## src/hdl/tdau_pkg.sv

```systemverilog
// ----------------------------------------------------------------------------
// tdau_pkg
// Types and constants shared by the time-of-day arithmetic unit.
// ----------------------------------------------------------------------------
package tdau_pkg;

	localparam logic [16:0] DAY_SECS  = 17'd86400;
	localparam logic [18:0] DAY_SECS2 = 19'd172800;
	localparam logic [18:0] DAY_SECS3 = 19'd259200;
	localparam logic [11:0] HOUR_SECS = 12'd3600;
	localparam logic [5:0]  MIN_SECS  = 6'd60;
	localparam logic [5:0]  MAX_HOUR  = 6'd23;
	localparam logic [5:0]  MAX_MIN   = 6'd59;

	// reciprocal multipliers, all round down so the quotient is low by at most one
	localparam logic [9:0]  DAY_RECIP        = 10'd776;
	localparam int          DAY_RECIP_SHIFT  = 26;
	localparam logic [10:0] HOUR_RECIP       = 11'd1165;
	localparam int          HOUR_RECIP_SHIFT = 22;
	localparam logic [10:0] MIN_RECIP        = 11'd1092;
	localparam int          MIN_RECIP_SHIFT  = 16;

	localparam int LATENCY = 8;

	typedef enum logic [2:0] {
		KIND_ADD      = 3'd0,
		KIND_SUB      = 3'd1,
		KIND_DURATION = 3'd2,
		KIND_COMPARE  = 3'd3,
		KIND_TO_HMS   = 3'd4,
		KIND_TO_SECS  = 3'd5
	} kind_t;

	typedef struct packed {
		kind_t       kind;
		logic [5:0]  hours_a;
		logic [5:0]  minutes_a;
		logic [5:0]  seconds_a;
		logic [5:0]  hours_b;
		logic [5:0]  minutes_b;
		logic [5:0]  seconds_b;
		logic [19:0] offset_seconds;
	} req_t;

	typedef struct packed {
		logic [4:0]  result_hours;
		logic [5:0]  result_minutes;
		logic [5:0]  result_seconds;
		logic [17:0] seconds_count;
		logic        equal;
		logic        less;
		logic        greater;
		logic        valid_a;
	} res_t;

	typedef struct packed {
		logic [17:0] seconds_count;
		logic        equal;
		logic        less;
		logic        greater;
		logic        valid_a;
	} side_t;

	function automatic logic [17:0] to_secs(input logic [5:0] h, input logic [5:0] m,
		input logic [5:0] s);
		return 18'(h) * 18'(HOUR_SECS) + 18'(m) * 18'(MIN_SECS) + 18'(s);
	endfunction

endpackage

```

## src/hdl/time_of_day_arithmetic_unit.sv

```systemverilog
// ----------------------------------------------------------------------------
// time_of_day_arithmetic_unit
// Commands pass through registered stages s1 to s8; done is the s8 valid bit.
// Throughput: one command per cycle; busy is always low, nothing stalls.
// Reset clears all stage valid bits; commands in flight are dropped.
// ----------------------------------------------------------------------------
module time_of_day_arithmetic_unit import tdau_pkg::*; (
	input  logic clk,
	input  logic arst_n,
	input  logic start,
	output logic busy,
	input  req_t req,
	output logic done,
	output res_t res
);

	logic        accept;
	logic        v_s1, v_s2, v_s3, v_s4;
	kind_t       kind_s1, kind_s2;
	logic [17:0] secs_a_s1, secs_b_s1, secs_a_s2;
	logic [19:0] off_s1;
	logic [3:0]  q_s1;
	logic        equal_s1, valid_a_s1;
	logic [17:0] r_s2;
	side_t       side_s2, side_s3, side_s4;
	logic [18:0] t_s3;
	logic [16:0] t_s4;

	logic [29:0] dprod;
	logic [16:0] off_mod;
	side_t       side_nxt;
	logic [18:0] t_nxt;
	logic [16:0] t_red;

	assign busy   = 1'b0;
	assign accept = start && !busy;

	always_ff @(posedge clk or negedge arst_n) begin
		if (!arst_n) begin
			v_s1 <= 1'b0;
			v_s2 <= 1'b0;
			v_s3 <= 1'b0;
			v_s4 <= 1'b0;
		end else begin
			v_s1 <= accept;
			v_s2 <= v_s1;
			v_s3 <= v_s2;
			v_s4 <= v_s3;
		end
	end

	// s1: seconds of A and B, day quotient estimate of the offset, A/B equality, A range check
	always_comb begin
		dprod = 30'(req.offset_seconds) * 30'(DAY_RECIP);
	end

	always_ff @(posedge clk) begin
		kind_s1    <= req.kind;
		secs_a_s1  <= to_secs(req.hours_a, req.minutes_a, req.seconds_a);
		secs_b_s1  <= to_secs(req.hours_b, req.minutes_b, req.seconds_b);
		off_s1     <= req.offset_seconds;
		q_s1       <= 4'(dprod >> DAY_RECIP_SHIFT);
		equal_s1   <= (req.hours_a == req.hours_b) && (req.minutes_a == req.minutes_b)
			&& (req.seconds_a == req.seconds_b);
		valid_a_s1 <= (req.hours_a <= MAX_HOUR) && (req.minutes_a <= MAX_MIN)
			&& (req.seconds_a <= MAX_MIN);
	end

	// s2: offset remainder, duration, compare and to-seconds result
	always_comb begin
		side_nxt = '0;
		side_nxt.valid_a = valid_a_s1;
		case (kind_s1)
			KIND_DURATION: begin
				if (secs_a_s1 > secs_b_s1)
					side_nxt.seconds_count = secs_b_s1 + 18'(DAY_SECS) - secs_a_s1;
				else
					side_nxt.seconds_count = secs_b_s1 - secs_a_s1;
			end
			KIND_COMPARE: begin
				side_nxt.equal   = equal_s1;
				side_nxt.less    = secs_a_s1 < secs_b_s1;
				side_nxt.greater = secs_a_s1 > secs_b_s1;
			end
			KIND_TO_SECS: side_nxt.seconds_count = secs_a_s1;
			default: ;
		endcase
	end

	always_ff @(posedge clk) begin
		kind_s2   <= kind_s1;
		secs_a_s2 <= secs_a_s1;
		r_s2      <= 18'(21'(off_s1) - 21'(q_s1) * 21'(DAY_SECS));
		side_s2   <= side_nxt;
	end

	// s3: finish offset reduction, form time sum
	always_comb begin
		off_mod = (r_s2 >= 18'(DAY_SECS)) ? 17'(r_s2 - 18'(DAY_SECS)) : 17'(r_s2);
		case (kind_s2)
			KIND_ADD:    t_nxt = 19'(secs_a_s2) + 19'(off_mod);
			KIND_SUB:    t_nxt = 19'(secs_a_s2) + 19'(DAY_SECS) - 19'(off_mod);
			KIND_TO_HMS: t_nxt = 19'(off_mod);
			default:     t_nxt = '0;
		endcase
	end

	always_ff @(posedge clk) begin
		t_s3    <= t_nxt;
		side_s3 <= side_s2;
	end

	// s4: wrap to one day
	always_comb begin
		if (t_s3 >= DAY_SECS3)
			t_red = 17'(t_s3 - DAY_SECS3);
		else if (t_s3 >= DAY_SECS2)
			t_red = 17'(t_s3 - DAY_SECS2);
		else if (t_s3 >= 19'(DAY_SECS))
			t_red = 17'(t_s3 - 19'(DAY_SECS));
		else
			t_red = 17'(t_s3);
	end

	always_ff @(posedge clk) begin
		t_s4    <= t_red;
		side_s4 <= side_s3;
	end

	tdau_split u_split (
		.clk    (clk),
		.arst_n (arst_n),
		.valid  (v_s4),
		.secs   (t_s4),
		.side   (side_s4),
		.done   (done),
		.res    (res)
	);

endmodule

```

## src/hdl/tdau_split.sv

```systemverilog
// ----------------------------------------------------------------------------
// tdau_split
// Four-stage split of a seconds-of-day value into hours, minutes, seconds.
// ----------------------------------------------------------------------------
module tdau_split import tdau_pkg::*; (
	input  logic        clk,
	input  logic        arst_n,
	input  logic        valid,
	input  logic [16:0] secs,
	input  side_t       side,
	output logic        done,
	output res_t        res
);

	logic        v_s5, v_s6, v_s7, v_s8;
	logic [16:0] secs_s5;
	logic [4:0]  h_s5, h_s6, h_s7;
	logic [11:0] rem_s6, rem_s7;
	logic [5:0]  m_s7;
	side_t       side_s5, side_s6, side_s7;
	res_t        res_s8;

	logic [27:0] hprod;
	logic [12:0] hrem;
	logic [22:0] mprod;
	logic [6:0]  srem;

	always_ff @(posedge clk or negedge arst_n) begin
		if (!arst_n) begin
			v_s5 <= 1'b0;
			v_s6 <= 1'b0;
			v_s7 <= 1'b0;
			v_s8 <= 1'b0;
		end else begin
			v_s5 <= valid;
			v_s6 <= v_s5;
			v_s7 <= v_s6;
			v_s8 <= v_s7;
		end
	end

	// s5: hour estimate
	always_comb begin
		hprod = 28'(secs) * 28'(HOUR_RECIP);
	end

	always_ff @(posedge clk) begin
		secs_s5 <= secs;
		h_s5    <= 5'(hprod >> HOUR_RECIP_SHIFT);
		side_s5 <= side;
	end

	// s6: hour correction
	always_comb begin
		hrem = 13'(secs_s5 - 17'(h_s5) * 17'(HOUR_SECS));
	end

	always_ff @(posedge clk) begin
		if (hrem >= 13'(HOUR_SECS)) begin
			h_s6   <= h_s5 + 5'd1;
			rem_s6 <= 12'(hrem - 13'(HOUR_SECS));
		end else begin
			h_s6   <= h_s5;
			rem_s6 <= 12'(hrem);
		end
		side_s6 <= side_s5;
	end

	// s7: minute estimate
	always_comb begin
		mprod = 23'(rem_s6) * 23'(MIN_RECIP);
	end

	always_ff @(posedge clk) begin
		h_s7    <= h_s6;
		rem_s7  <= rem_s6;
		m_s7    <= 6'(mprod >> MIN_RECIP_SHIFT);
		side_s7 <= side_s6;
	end

	// s8: minute correction and result assembly
	always_comb begin
		srem = 7'(rem_s7 - 12'(m_s7) * 12'(MIN_SECS));
	end

	always_ff @(posedge clk) begin
		res_s8.result_hours <= h_s7;
		if (srem >= 7'(MIN_SECS)) begin
			res_s8.result_minutes <= m_s7 + 6'd1;
			res_s8.result_seconds <= 6'(srem - 7'(MIN_SECS));
		end else begin
			res_s8.result_minutes <= m_s7;
			res_s8.result_seconds <= 6'(srem);
		end
		res_s8.seconds_count <= side_s7.seconds_count;
		res_s8.equal         <= side_s7.equal;
		res_s8.less          <= side_s7.less;
		res_s8.greater       <= side_s7.greater;
		res_s8.valid_a       <= side_s7.valid_a;
	end

	assign done = v_s8;
	assign res  = res_s8;

endmodule

```

## config.mk

```make
export PLATFORM = sky130hd
export DESIGN_NAME = time_of_day_arithmetic_unit
export DESIGN_NICKNAME = d
export VERILOG_FILES = /design/src/hdl/tdau_pkg.sv /design/src/hdl/time_of_day_arithmetic_unit.sv /design/src/hdl/tdau_split.sv
export SDC_FILE = /design/constraint.sdc
export NUM_CORES = 1
export LEC_CHECK = 0
export ABC_CLOCK_PERIOD_IN_PS = 6700
export BUFFER_PORTS_ARGS = -buffer_cell sky130_fd_sc_hd__buf_2
export CAP_MARGIN = 25
export CORE_MARGIN = 10
export CORE_UTILIZATION = 65
export CTS_CLUSTER_SIZE = 16
export DETAILED_ROUTE_END_ITERATION = 12
export GPL_TIMING_DRIVEN = 0
export HOLD_SLACK_MARGIN = 0.05
export PLACE_DENSITY = 0.91
export SLEW_MARGIN = 20
export SYNTH_ARGS = -nofsm -noshare
export SYNTH_HDL_FRONTEND = slang
export SYNTH_SLANG_ARGS = --single-unit
```

## constraint.sdc

```tcl
create_clock -name clk -period 6.7 [get_ports clk]
set_input_delay 0.335 -clock clk [delete_from_list [all_inputs] [get_ports clk]]
set_output_delay 0.335 -clock clk [all_outputs]
set_load 0.01 [all_outputs]
```

After elaboration in Yosys (flattened, before gate mapping)
Cells that the tools add are included.
{ "classes": {"n_bitwise": 0, "div": 0, "muxes": 10, "addsub": 21, "reduce_logical": 5, "mul": 10, "shifts": 0, "n_eq_ne": 8, "n_lt_le_gt_ge": 11} }
{ "op_table": {"columns": ["op", "n"], "rows": [
  ["$mux 17", 4],
  ["$pmux 19 s3", 1],
  ["$sub 18x18->18", 3],
  ["$sub 17x17->17 const B", 3],
  ["$ge 19x18->1 const B", 2],
  ["$add 18x12->18", 2],
  ["$add 18x6->18", 2],
  ["$pmux 18 s2", 1],
  ["$mul 6x8->14 const B", 2],
  ["$mul 17x11->27 const B", 1],
  ["$mul 20x7->27 const B", 1],
  ["$mux 12", 2],
  ["$mul 12x9->20 const B", 1],
  ["$mul 6x4->10 const B", 2],
  ["$add 18x17->19", 1],
  ["$add 18x17->19 const B", 1],
  ["$ge 19x17->1 const B", 1],
  ["$sub 19x17->19", 1],
  ["$add 18x17->18 const B", 1],
  ["$eq 6x6->1", 3],
  ["$ge 18x17->1 const B", 1],
  ["$gt 18x18->1", 1],
  ["$lt 18x18->1", 1],
  ["$mux 18", 1],
  ["20 further kinds", 26]
]} }
{ "totals": {"register_bits": 370, "mem_count": 0, "output_inout_bits": 41, "mem_bits_rw": 0, "inputBits": 62, "mem_bits_ro": 0, "latchBits": 0} }

Logic depth before layout (Yosys ltp)
Gate-level depths: netlist of run 1.
{ "depth": {"depth_word": 4, "ltp_mapped": 20} }

Modules after synthesis
Synthesis of run 1 repeated with hierarchy kept, for this count alone.
{ "hier_totals": {"hier_cells": 2421, "hier_area_um2": 23844.1} }
{ "modules_own_cells": {"columns": ["mod", "seq_area_each_um2", "n_inst", "cells_each", "area_per_inst_um2"], "rows": [
  ["time_of_day_arithmetic_unit", 4184.0, 1, 1737, 15861.5],
  ["tdau_split", 3263.1, 1, 684, 7982.7]
]} }

Worst setup path before layout of run 1
OpenSTA, ideal clock, no wires.
{ "synth_path": {"kind": "input port to flip-flop", "startpoint": "input port req[29] (netlist bit)", "endpoint": "register secs_b_s1[16]", "t_required_ns": 6.575, "arrival_ns": 4.041, "path_slack_ns": 2.534, "cell_stages": 17, "cell_sequence": "inv_1 > fa_1 > fa_1 > inv_1 > ha_1 > a21o_1 > a21oi_1 > o21bai_1 > a21oi_1 > xnor2_1 > ha_1 > ha_1 > or2_2 > a41o_1 > a21oi_1 > nor2_1 > xor2_1"} }
{ "synth_via": {"elab_chain_len": 3} }
{ "synth_lines": {"columns": ["item", "line", "source"], "rows": [
  ["from (decl)", "time_of_day_arithmetic_unit.sv:12", "input req_t req,"],
  ["$mul 6x4->10", "tdau_pkg.sv:66", "return 18'(h) * 18'(HOUR_SECS) + 18'(m) * 18'(MIN_SECS) + 18'(s);"],
  ["$add 18x12->18", "tdau_pkg.sv:66", null],
  ["$add 18x6->18", "tdau_pkg.sv:66", null],
  ["to (signal assigned)", "time_of_day_arithmetic_unit.sv:60", "secs_b_s1 <= to_secs(req.hours_b, req.minutes_b, req.seconds_b);"],
  ["to (decl)", "time_of_day_arithmetic_unit.sv:20", "logic [17:0] secs_a_s1, secs_b_s1, secs_a_s2;"]
]} }
Every way passes these cells.
A chain may end at the register's enable or synchronous reset.

Worst setup path in the final report of run 1
{ "layout_path": {"startpoint": "register t_s4[11]", "endpoint": "register u_split.h_s5[4]"} }
{ "layout_via": {"elab_chain_len": 1} }
{ "layout_lines": {"columns": ["item", "line", "source"], "rows": [
  ["from (decl)", "time_of_day_arithmetic_unit.sv:27", "logic [16:0] t_s4;"],
  ["from (signal assigned)", "time_of_day_arithmetic_unit.sv:126", "t_s4 <= t_red;"],
  ["$mul 17x11->27", "tdau_split.sv:44", "hprod = 28'(secs) * 28'(HOUR_RECIP);"],
  ["named net u_split.hprod[26]", "tdau_split.sv:23", "logic [27:0] hprod;"],
  ["to (signal assigned)", "tdau_split.sv:49", "h_s5 <= 5'(hprod >> HOUR_RECIP_SHIFT);"],
  ["to (decl)", "tdau_split.sv:17", "logic [4:0] h_s5, h_s6, h_s7;"]
]} }
The timed path passes the listed nets, and every way through them passes these cells.

==> results of run 1 <==
-- cells in the mapped netlist, types with 5 or more instances --
master	count
a211oi_1	12
a21o_1	34
a21oi_1	103
a22o_1	7
a22oi_1	10
a31oi_1	16
a41o_1	7
and3_1	6
buf_2	7
clkbuf_1	12
dfrtp_1	8
dfxtp_1	362
fa_1	104
ha_1	489
inv_1	384
mux2i_1	5
nand2_1	98
nand2b_1	22
nand3_1	30
nand3b_1	6
nand4_1	13
nor2_1	96
nor2b_1	17
nor3_1	36
nor3b_1	10
nor4_1	10
o211ai_1	9
o21a_1	15
o21ai_0	49
o21ai_1	33
o21bai_1	26
o31ai_1	6
o41ai_1	5
or3_1	7
xnor2_1	137
xor2_1	67
-- metal layers --
metal  GRT usage (%)  share of wire, %  routed length [um]
met5               0                 0                   0
met4            11.1               4.2                2220
met3            3.25               5.2                2760
met2            44.9                52               27200
met1            26.1                39               20600
-- cells by family after synthesis --
kind of cell               count (synthesis)  synth area share [%]
AOI/OAI and AO/OA                        385                  10.8
xor gates and xnor gates                 204                  7.62
other                                      1                0.0160
and+or+nand+nor                          371                  7.74
buffers and inverters                    410                  6.71
adders and majority gates                593                  35.0
muxes                                      8                 0.358
DFF                                      370                  31.8
-- flip-flops by register name, summed over array words and instances (netlist names), 17 cells and up --
signal	cells
u_split.side_s5	22
r_s2	18
u_split.side_s6	22
u_split.side_s7	22
side_s2	22
side_s4	22
off_s1	18
secs_a_s2	18
t_s3	19
u_split.res	39
t_s4	17
side_s3	22
secs_a_s1	18
secs_b_s1	18
-- worst reg2reg max path: stages, from the launching register on --
cell and delay, ns:
dfxtp_1 0.54, ha_1 0.33, ha_1 0.32, fa_1 0.49, fa_1 0.55, inv_1 0.05, fa_1 0.53, inv_1 0.05
ha_1 0.31, a21o_1 0.19, a21oi_1 0.15, o21ai_0 0.10, a21oi_1 0.23, o211ai_1 0.17, a31o_2 0.27, a21oi_1 0.18
xnor2_1 0.14
-- stage by stage --
step	utilization, %	std cells	area (um2)
2_1_floorplan	-	2342	23400
3_3_place_gp	69.0	2904	24500
3_5_place_dp	69.0	2904	24500
4_1_cts	73.3	2996	26100
5_1_grt	73.3	2996	26100
6_report	73.3	2996	26100
-- final cells by class --
| class | instances | area (um2) | share of cell area [%] |
|---|---|---|---|
| Timing Repair Buffer | 128 | 776 | 2.97 |
| Tap cell | 461 | 577 | 2.21 |
| Sequential cell | 370 | 7450 | 28.6 |
| Multi-Input combinational cell | 1562 | 14400 | 55.3 |
| Clock buffer | 47 | 1020 | 3.92 |
| Clock inverter | 18 | 262 | 1.00 |
| Buffer | 25 | 129 | 0.494 |
| Inverter | 385 | 1450 | 5.54 |
-- final timing paths --
path                                      from                  end  slack [ns]  cells after the start
min in group asynchronous               arst_n         u_split.done        0.18                      2
max in group asynchronous               arst_n                 v_s1        6.36                      2
min reg2reg                u_split.side_s6[12]  u_split.side_s7[12]        0.32                      0
max                                   t_s4[11]      u_split.h_s5[4]        2.04                     16
min                                    req[40]         secs_a_s1[2]        0.12                      2
max reg2reg                           t_s4[11]      u_split.h_s5[4]        2.04                     16
-- timing repair --
item / 4_1_cts / 5_1_grt
hold buffers: 27 / 0
setup buffers: 0 / 0
hold endpoints to repair: 34 / 0
==> results.cfg, run 1 <==
[job]
maxCapViolCount = 0

[synthesis]
yosysTopAreaCell = dfxtp_1
ys_top_cells_by_area = dfxtp_1, ha_1, fa_1
syn_area_mm2 = 0.0234
synth_sequential_area_ratio_pct = 31.8
syn_area_per_cell_um2 = 10.0
synth-edff-count = 0
async_flop_share_pct = 2.16
synth.net_count = 2997
ys_seq_elements = 370
yosysWarnings = 0
synth_top_area_share_pct = 30.9
ys_types = 83
ys.flop_type = dfxtp_1
synthCells = 2342

[clock_network]
cts_tree = done
clk_pin_slew_ns = 0.07
numCtsBuffers = 36
clkSinkCount = 370
cts_resized = 0
htreeDepth = 2
root_buffer = clkbuf_16
clk_latency_ns = 0.53
cts_buffer_depth = 3

[critical_path]
cp_cell_sequence = ha_1, ha_1, fa_1, fa_1, inv_1, fa_1, inv_1, ha_1, a21o_1, a21oi_1, o21ai_0, a21oi_1, o211ai_1, a31o_2, a21oi_1, xnor2_1
worst_ep_required_time_ns = 7.15
crit_path_start_kind = flip-flop
crit_fanout = 6
cp_slowest_cell = fa_1
crit_family = adder cells
arrival_ns = 5.11
worst-path-buf-inv = 2
cp-end-kind = flip-flop
crit_type = flip-flop to flip-flop
slowest_delay_ns = 0.55

[placement]
dp_slack_ns = 2.12
port_buffers = 101
dpl.hpwl_um = 40200
routabilityCongestion = 0.921

[floorplanning]
die_width_um = 210
core_mm2 = 0.0356
initial_utilization_pct = 65.9
die_h_um = 210
row_count = 69
io_pins = 103
fp.dieArea_mm2 = 0.0441

[global_routing]
track_usage_pct = 23.9
grt_pass1_vias = 18500
grt_max_degree = 17
antenna_found_initial = 0
grt_pass1_wl_um = 88100
grt_overflow = 0

[timing]
hold_viol_final = 0
fin_hold_ws_ns = 0.118
rsz0062_at_grt = false
max-slew-margin-rel_pct = 36.3
worstMarginPinSlew_ns = 0.953
period_share_pct = 69.5
fmax_mhz = 215
period_minus_slack_ns = 4.66
finClkSkew_ns = 0.0111
final.setup.tns_ns = 0
finalWorstSetupSlack_ns = 2.04
setup_viol_count_final = 0
maxSlewViolCount = 0

[detailed_routing]
drt_iter0_drc = 984
antenna_left = 0
drc = 0
dr.pass1.iters = 6
wl_um = 52800
viasPerCell = 5.69
routedWlPerCell_um = 17.6
vias = 17100

[cells_and_area]
mostFrequentLayoutCell = ha_1
fillers = 2268
drive_gt1_share_pct = 7.77
nets = 3163
insertedDiodeCount = 0
final_cell_mix = ha_1, inv_1, dfxtp_1, xnor2_1, buf_2
area_growth_pct = 11.2

[hold_path]
min_path_type = input port to flip-flop

[status]
outcome = finished, final reports clean
Power of run 1 is left out: the tool's default activity adds up to more than one toggle a clock period on the data nets, which glitch-free logic cannot reach.
==> run 2: changes to the inputs <==
--- a/config.mk
+++ b/config.mk
@@ -5,16 +5,16 @@
 export SDC_FILE = /design/constraint.sdc
 export NUM_CORES = 1
 export LEC_CHECK = 0
-export ABC_CLOCK_PERIOD_IN_PS = 6700
+export ABC_CLOCK_PERIOD_IN_PS = 4800
 export BUFFER_PORTS_ARGS = -buffer_cell sky130_fd_sc_hd__buf_2
 export CAP_MARGIN = 25
 export CORE_MARGIN = 10
-export CORE_UTILIZATION = 65
+export CORE_UTILIZATION = 63
 export CTS_CLUSTER_SIZE = 16
 export DETAILED_ROUTE_END_ITERATION = 12
 export GPL_TIMING_DRIVEN = 0
 export HOLD_SLACK_MARGIN = 0.05
-export PLACE_DENSITY = 0.91
+export PLACE_DENSITY = 0.89
 export SLEW_MARGIN = 20
 export SYNTH_ARGS = -nofsm -noshare
 export SYNTH_HDL_FRONTEND = slang
==> constraint.sdc (replaced) <==
create_clock -name clk -period 4.8 [get_ports clk]
set_input_delay 0.24 -clock clk [delete_from_list [all_inputs] [get_ports clk]]
set_output_delay 0.24 -clock clk [all_outputs]
set_load 0.01 [all_outputs]
==> results.cfg, run 2 (synthesis results as in run 1) <==
[clock_network]
cts_setup_buffers = 0
clk_pin_slew_ns = 0.06
cts_buffer_depth = 3
numCtsBuffers = 37
root_buffer = clkbuf_16
htreeDepth = 2
clk_latency_ns = 0.53
cts_tree = done
clkSinkCount = 370

[global_routing]
antenna_found_initial = 2
grt_overflow = 0
grt_pass1_wl_um = 82300
grt_max_degree = 17
grt_pass1_vias = 17500
track_usage_pct = 22.1

[critical_path]
slowest_delay_ns = 0.55
r2r_cells = 16
cp.depth = 16
arrival_ns = 5.00
worst_ep_required_time_ns = 5.25
crit_end = u_split.h_s5[4]
worst-path-buf-inv = 2
crit_family = adder cells
cp-end-kind = flip-flop
cp-startpoint = t_s4[10]
cp_slowest_cell = fa_1
cp_cell_sequence = ha_1, ha_1, fa_1, fa_1, inv_1, fa_1, inv_1, ha_1, a21o_1, a21oi_1, o21ai_0, a21oi_1, o211ai_1, a31o_2, a21oi_1, xnor2_1
crit_fanout = 6
r2r-end = u_split.h_s5[4]
r2r-start = t_s4[10]
crit_type = flip-flop to flip-flop
r2r_slack_ns = 0.25
crit_path_start_kind = flip-flop

[detailed_routing]
drt_iter0_drc = 902
antenna_left = 0
vias = 16700
routedWlPerCell_um = 16.5
wl_um = 49800
drc = 0
viasPerCell = 5.55
dr.pass1.iters = 5

[timing]
period_share_pct = 94.7
maxSlewViolCount = 0
max-slew-margin-rel_pct = 33.3
final.setup.tns_ns = 0
fmax_mhz = 220
hold_viol_final = 0
setup_viol_count_final = 0
period_minus_slack_ns = 4.55
finClkSkew_ns = 0.0134
finalWorstSetupSlack_ns = 0.253
worstMarginPinSlew_ns = 0.998
rsz0062_at_grt = false

[cells_and_area]
largest_reg_flops = 39
mostFrequentLayoutCell = ha_1
drive_gt1_share_pct = 7.95
nets = 3168
area_growth_pct = 11.4
fin_cells = 3010
final_cell_mix = ha_1, inv_1, dfxtp_1, xnor2_1, buf_2

[floorplanning]
die_width_um = 213
core_mm2 = 0.0367
row_count = 70
initial_utilization_pct = 63.9
die_h_um = 213
fp.dieArea_mm2 = 0.0453
io_pins = 103

[placement]
dp_slack_ns = 0.254
routabilityCongestion = 0.918
port_buffers = 101
dp_cells = 2911
dpl.hpwl_um = 39300

[job]
maxCapViolCount = 0

[hold_path]
min_path_type = input port to async pin

[status]
outcome = finished, final reports clean
## run 2: cell types whose count changed in the layout (fill, tap and decap cells not counted), moves of 3 or more
cell           change
bufinv_16          -4
clkinvlp_4         +4
dlygate4sd3_1      +4
inv_6              -4
clkbuf_1           -3
clkinv_4           +3
## run 2: worst min path at each step
| stage | startpoint | endpoint | slack (ns) |
|---|---|---|---|
| after global placement | arst_n | u_split.done | 0.08 |
| after floorplan | arst_n | u_split.done | -0.06 |
| after CTS | arst_n | u_split.done | 0.06 |
| after detailed placement | arst_n | u_split.done | 0.09 |
| final | arst_n | u_split.v_s7 | 0.09 |
| after global routing | arst_n | u_split.v_s7 | 0.09 |
## run 2: layer usage
layer  GRT usage, %  routed length (um)  up-vias
li1               -                   -     8198
met1           25.1               20100     7902
met2           40.8               25200      476
met3           2.95                2570      129
met4           8.94                1840        2
met5              0                   9        -
## run 2: area by class of cell
cell class                 count  area, um2
clock inverter                21        210
clock buffer                  45       1050
tap                          468        586
sequential                   370       7450
fill                        2511      10600
multi-input combinational   1562      14400
buffer                        25        129
timing repair buffer         132        816
inverter                     385       1450
antenna                        2       5.00
## run 2: what timing repair did
item / CTS / global route
hold buffers: 31 / 0
endpoints found under the setup margin: 0 / 1
gates resized for setup: 0 / 2
endpoints found under the hold margin: 36 / 0
## run 2: per-stage QoR
stage | area [um2] | hold WS (ns) | util, %
2_1_floorplan | 23400 | -0.0556 | -
3_3_place_gp | 24500 | 0.0846 | 66.9
3_5_place_dp | 24500 | 0.0938 | 66.9
4_1_cts | 26100 | 0.0601 | 71.1
5_1_grt | 26100 | 0.0935 | 71.2
6_report | 26100 | 0.0870 | 71.2
Power of run 2 is left out for the same reason.
==> run 3: changes to the inputs <==
--- a/config.mk
+++ b/config.mk
@@ -14,6 +14,7 @@
 export DETAILED_ROUTE_END_ITERATION = 12
 export GPL_TIMING_DRIVEN = 0
 export HOLD_SLACK_MARGIN = 0.05
+export MAX_ROUTING_LAYER = met4
 export PLACE_DENSITY = 0.89
 export SLEW_MARGIN = 20
 export SYNTH_ARGS = -nofsm -noshare
==> results.cfg, run 3 (synthesis results as in run 1) <==
[detailed_routing]
vias = 16500
antenna_left = 0
routedWlPerCell_um = 16.4
viasPerCell = 5.47
dr.pass1.iters = 5
wl_um = 49500
drt_iter0_drc = 726
drc = 0

[global_routing]
grt_overflow = 0
grt_pass1_wl_um = 82800
grt_max_degree = 16
grt_pass1_vias = 17600
antenna_found_initial = 0
track_usage_pct = 22.9

[floorplanning]
row_count = 70
fp.dieArea_mm2 = 0.0453
die_h_um = 213
core_mm2 = 0.0367
initial_utilization_pct = 63.9
die_width_um = 213
io_pins = 103

[cells_and_area]
nets = 3169
fillers = 2459
drive_gt1_share_pct = 7.94
largest_reg_flops = 39
insertedDiodeCount = 0
mostFrequentLayoutCell = ha_1
area_growth_pct = 11.5
final_cell_mix = ha_1, inv_1, dfxtp_1, xnor2_1, buf_2

[timing]
maxSlewViolCount = 0
max-slew-margin-rel_pct = 33.1
finClkSkew_ns = 0.0209
period_minus_slack_ns = 4.55
final.setup.tns_ns = 0
hold_viol_final = 0
setup_viol_count_final = 0
period_share_pct = 94.7
rsz0062_at_grt = false
fmax_mhz = 220
worstMarginPinSlew_ns = 0.996

[clock_network]
clk_pin_slew_ns = 0.06
cts_setup_buffers = 0
htreeDepth = 2
cts_tree = done
cts_buffer_depth = 3
numCtsBuffers = 37
clk_latency_ns = 0.53
root_buffer = clkbuf_16
clkSinkCount = 370

[critical_path]
cp-end-kind = flip-flop
arrival_ns = 4.92
worst_ep_required_time_ns = 5.17
crit_fanout = 9
crit_path_start_kind = flip-flop
crit_type = flip-flop to flip-flop

[placement]
routabilityCongestion = 0.937
dpl.hpwl_um = 38900
port_buffers = 101

[status]
outcome = finished, final reports clean

[job]
maxCapViolCount = 0

[hold_path]
min_path_type = input port to async pin
run 3: changes by cell type in the layout (fill, tap and decap cells not counted), sizes merged:
cell / delta
clkinv: -1
bufinv: +2
diode: -2
clkbuf: +4
clkinvlp: -3
buf: +1
run 3: worst paths after layout:
path,startpoint,endpoint,slack (ns),cells past startpoint
worst max-delay path,r_s2[1],t_s3[16],0.25,19
worst min-delay path,arst_n,v_s4,0.08,2
worst max register to register,r_s2[1],t_s3[16],0.25,19
worst min register to register,u_split.side_s7[0],u_split.res[0],0.32,0
max in group asynchronous,arst_n,v_s2,4.56,2
min in group clk,req[23],secs_b_s1[3],0.14,3
run 3: area by class of cell:
cell class                      instances  area, um2  share of cell area, %
Clock inverter                         19        228                  0.871
Clock buffer                           49       1050                   4.02
Timing Repair Buffer                  133        821                   3.14
Inverter                              385       1450                   5.53
Buffer                                 25        129                  0.493
Sequential cell                       370       7450                   28.5
Multi-Input combinational cell       1562      14400                   55.2
Tap cell                              468        586                   2.24
run 3: timing repair:
item,in CTS,in global routing
hold endpoints to repair,36,0
hold buffers,31,0
resized for setup,0,4
endpoints found under the setup margin,0,2
run 3: through the flow:
step                      setup slack, ns  hold slack, ns  std cells  instance area [um2]  utilization [%]
after floorplan                     0.729         -0.0556       2342                23400                -
after global placement              0.346          0.0855       2911                24500             66.9
after detailed placement            0.223          0.0887       2911                24500             66.9
after CTS                           0.184          0.0738       3010                26100             71.2
after global routing               0.0107          0.0918       3011                26200             71.3
final                               0.255          0.0807       3011                26200             71.3
run 3: worst max-delay path, stage by stage (launching register included):
cell,delay [ns]
dfxtp_1,0.40
nor4_2,0.40
a41oi_1,0.17
o21ai_1,0.23
a21oi_4,0.15
a211oi_1,0.27
xnor2_1,0.24
inv_1,0.09
ha_1,0.37
inv_1,0.09
ha_1,0.38
o21a_1,0.14
o21ai_1,0.11
nand2b_1,0.09
and3_1,0.18
a221o_1,0.37
a31oi_1,0.25
xnor2_1,0.13
a22oi_1,0.18
o31ai_1,0.15
run 3: routing by layer:
layer	vias up	GRT usage, %	share of wire [%]
met2	436	41.5	51
met1	7735	24.9	40
met4	0	9.40	3.6
met3	113	2.82	4.8
li1	8199	-	-
met5	-	-	0
Power of run 3 is left out for the same reason.
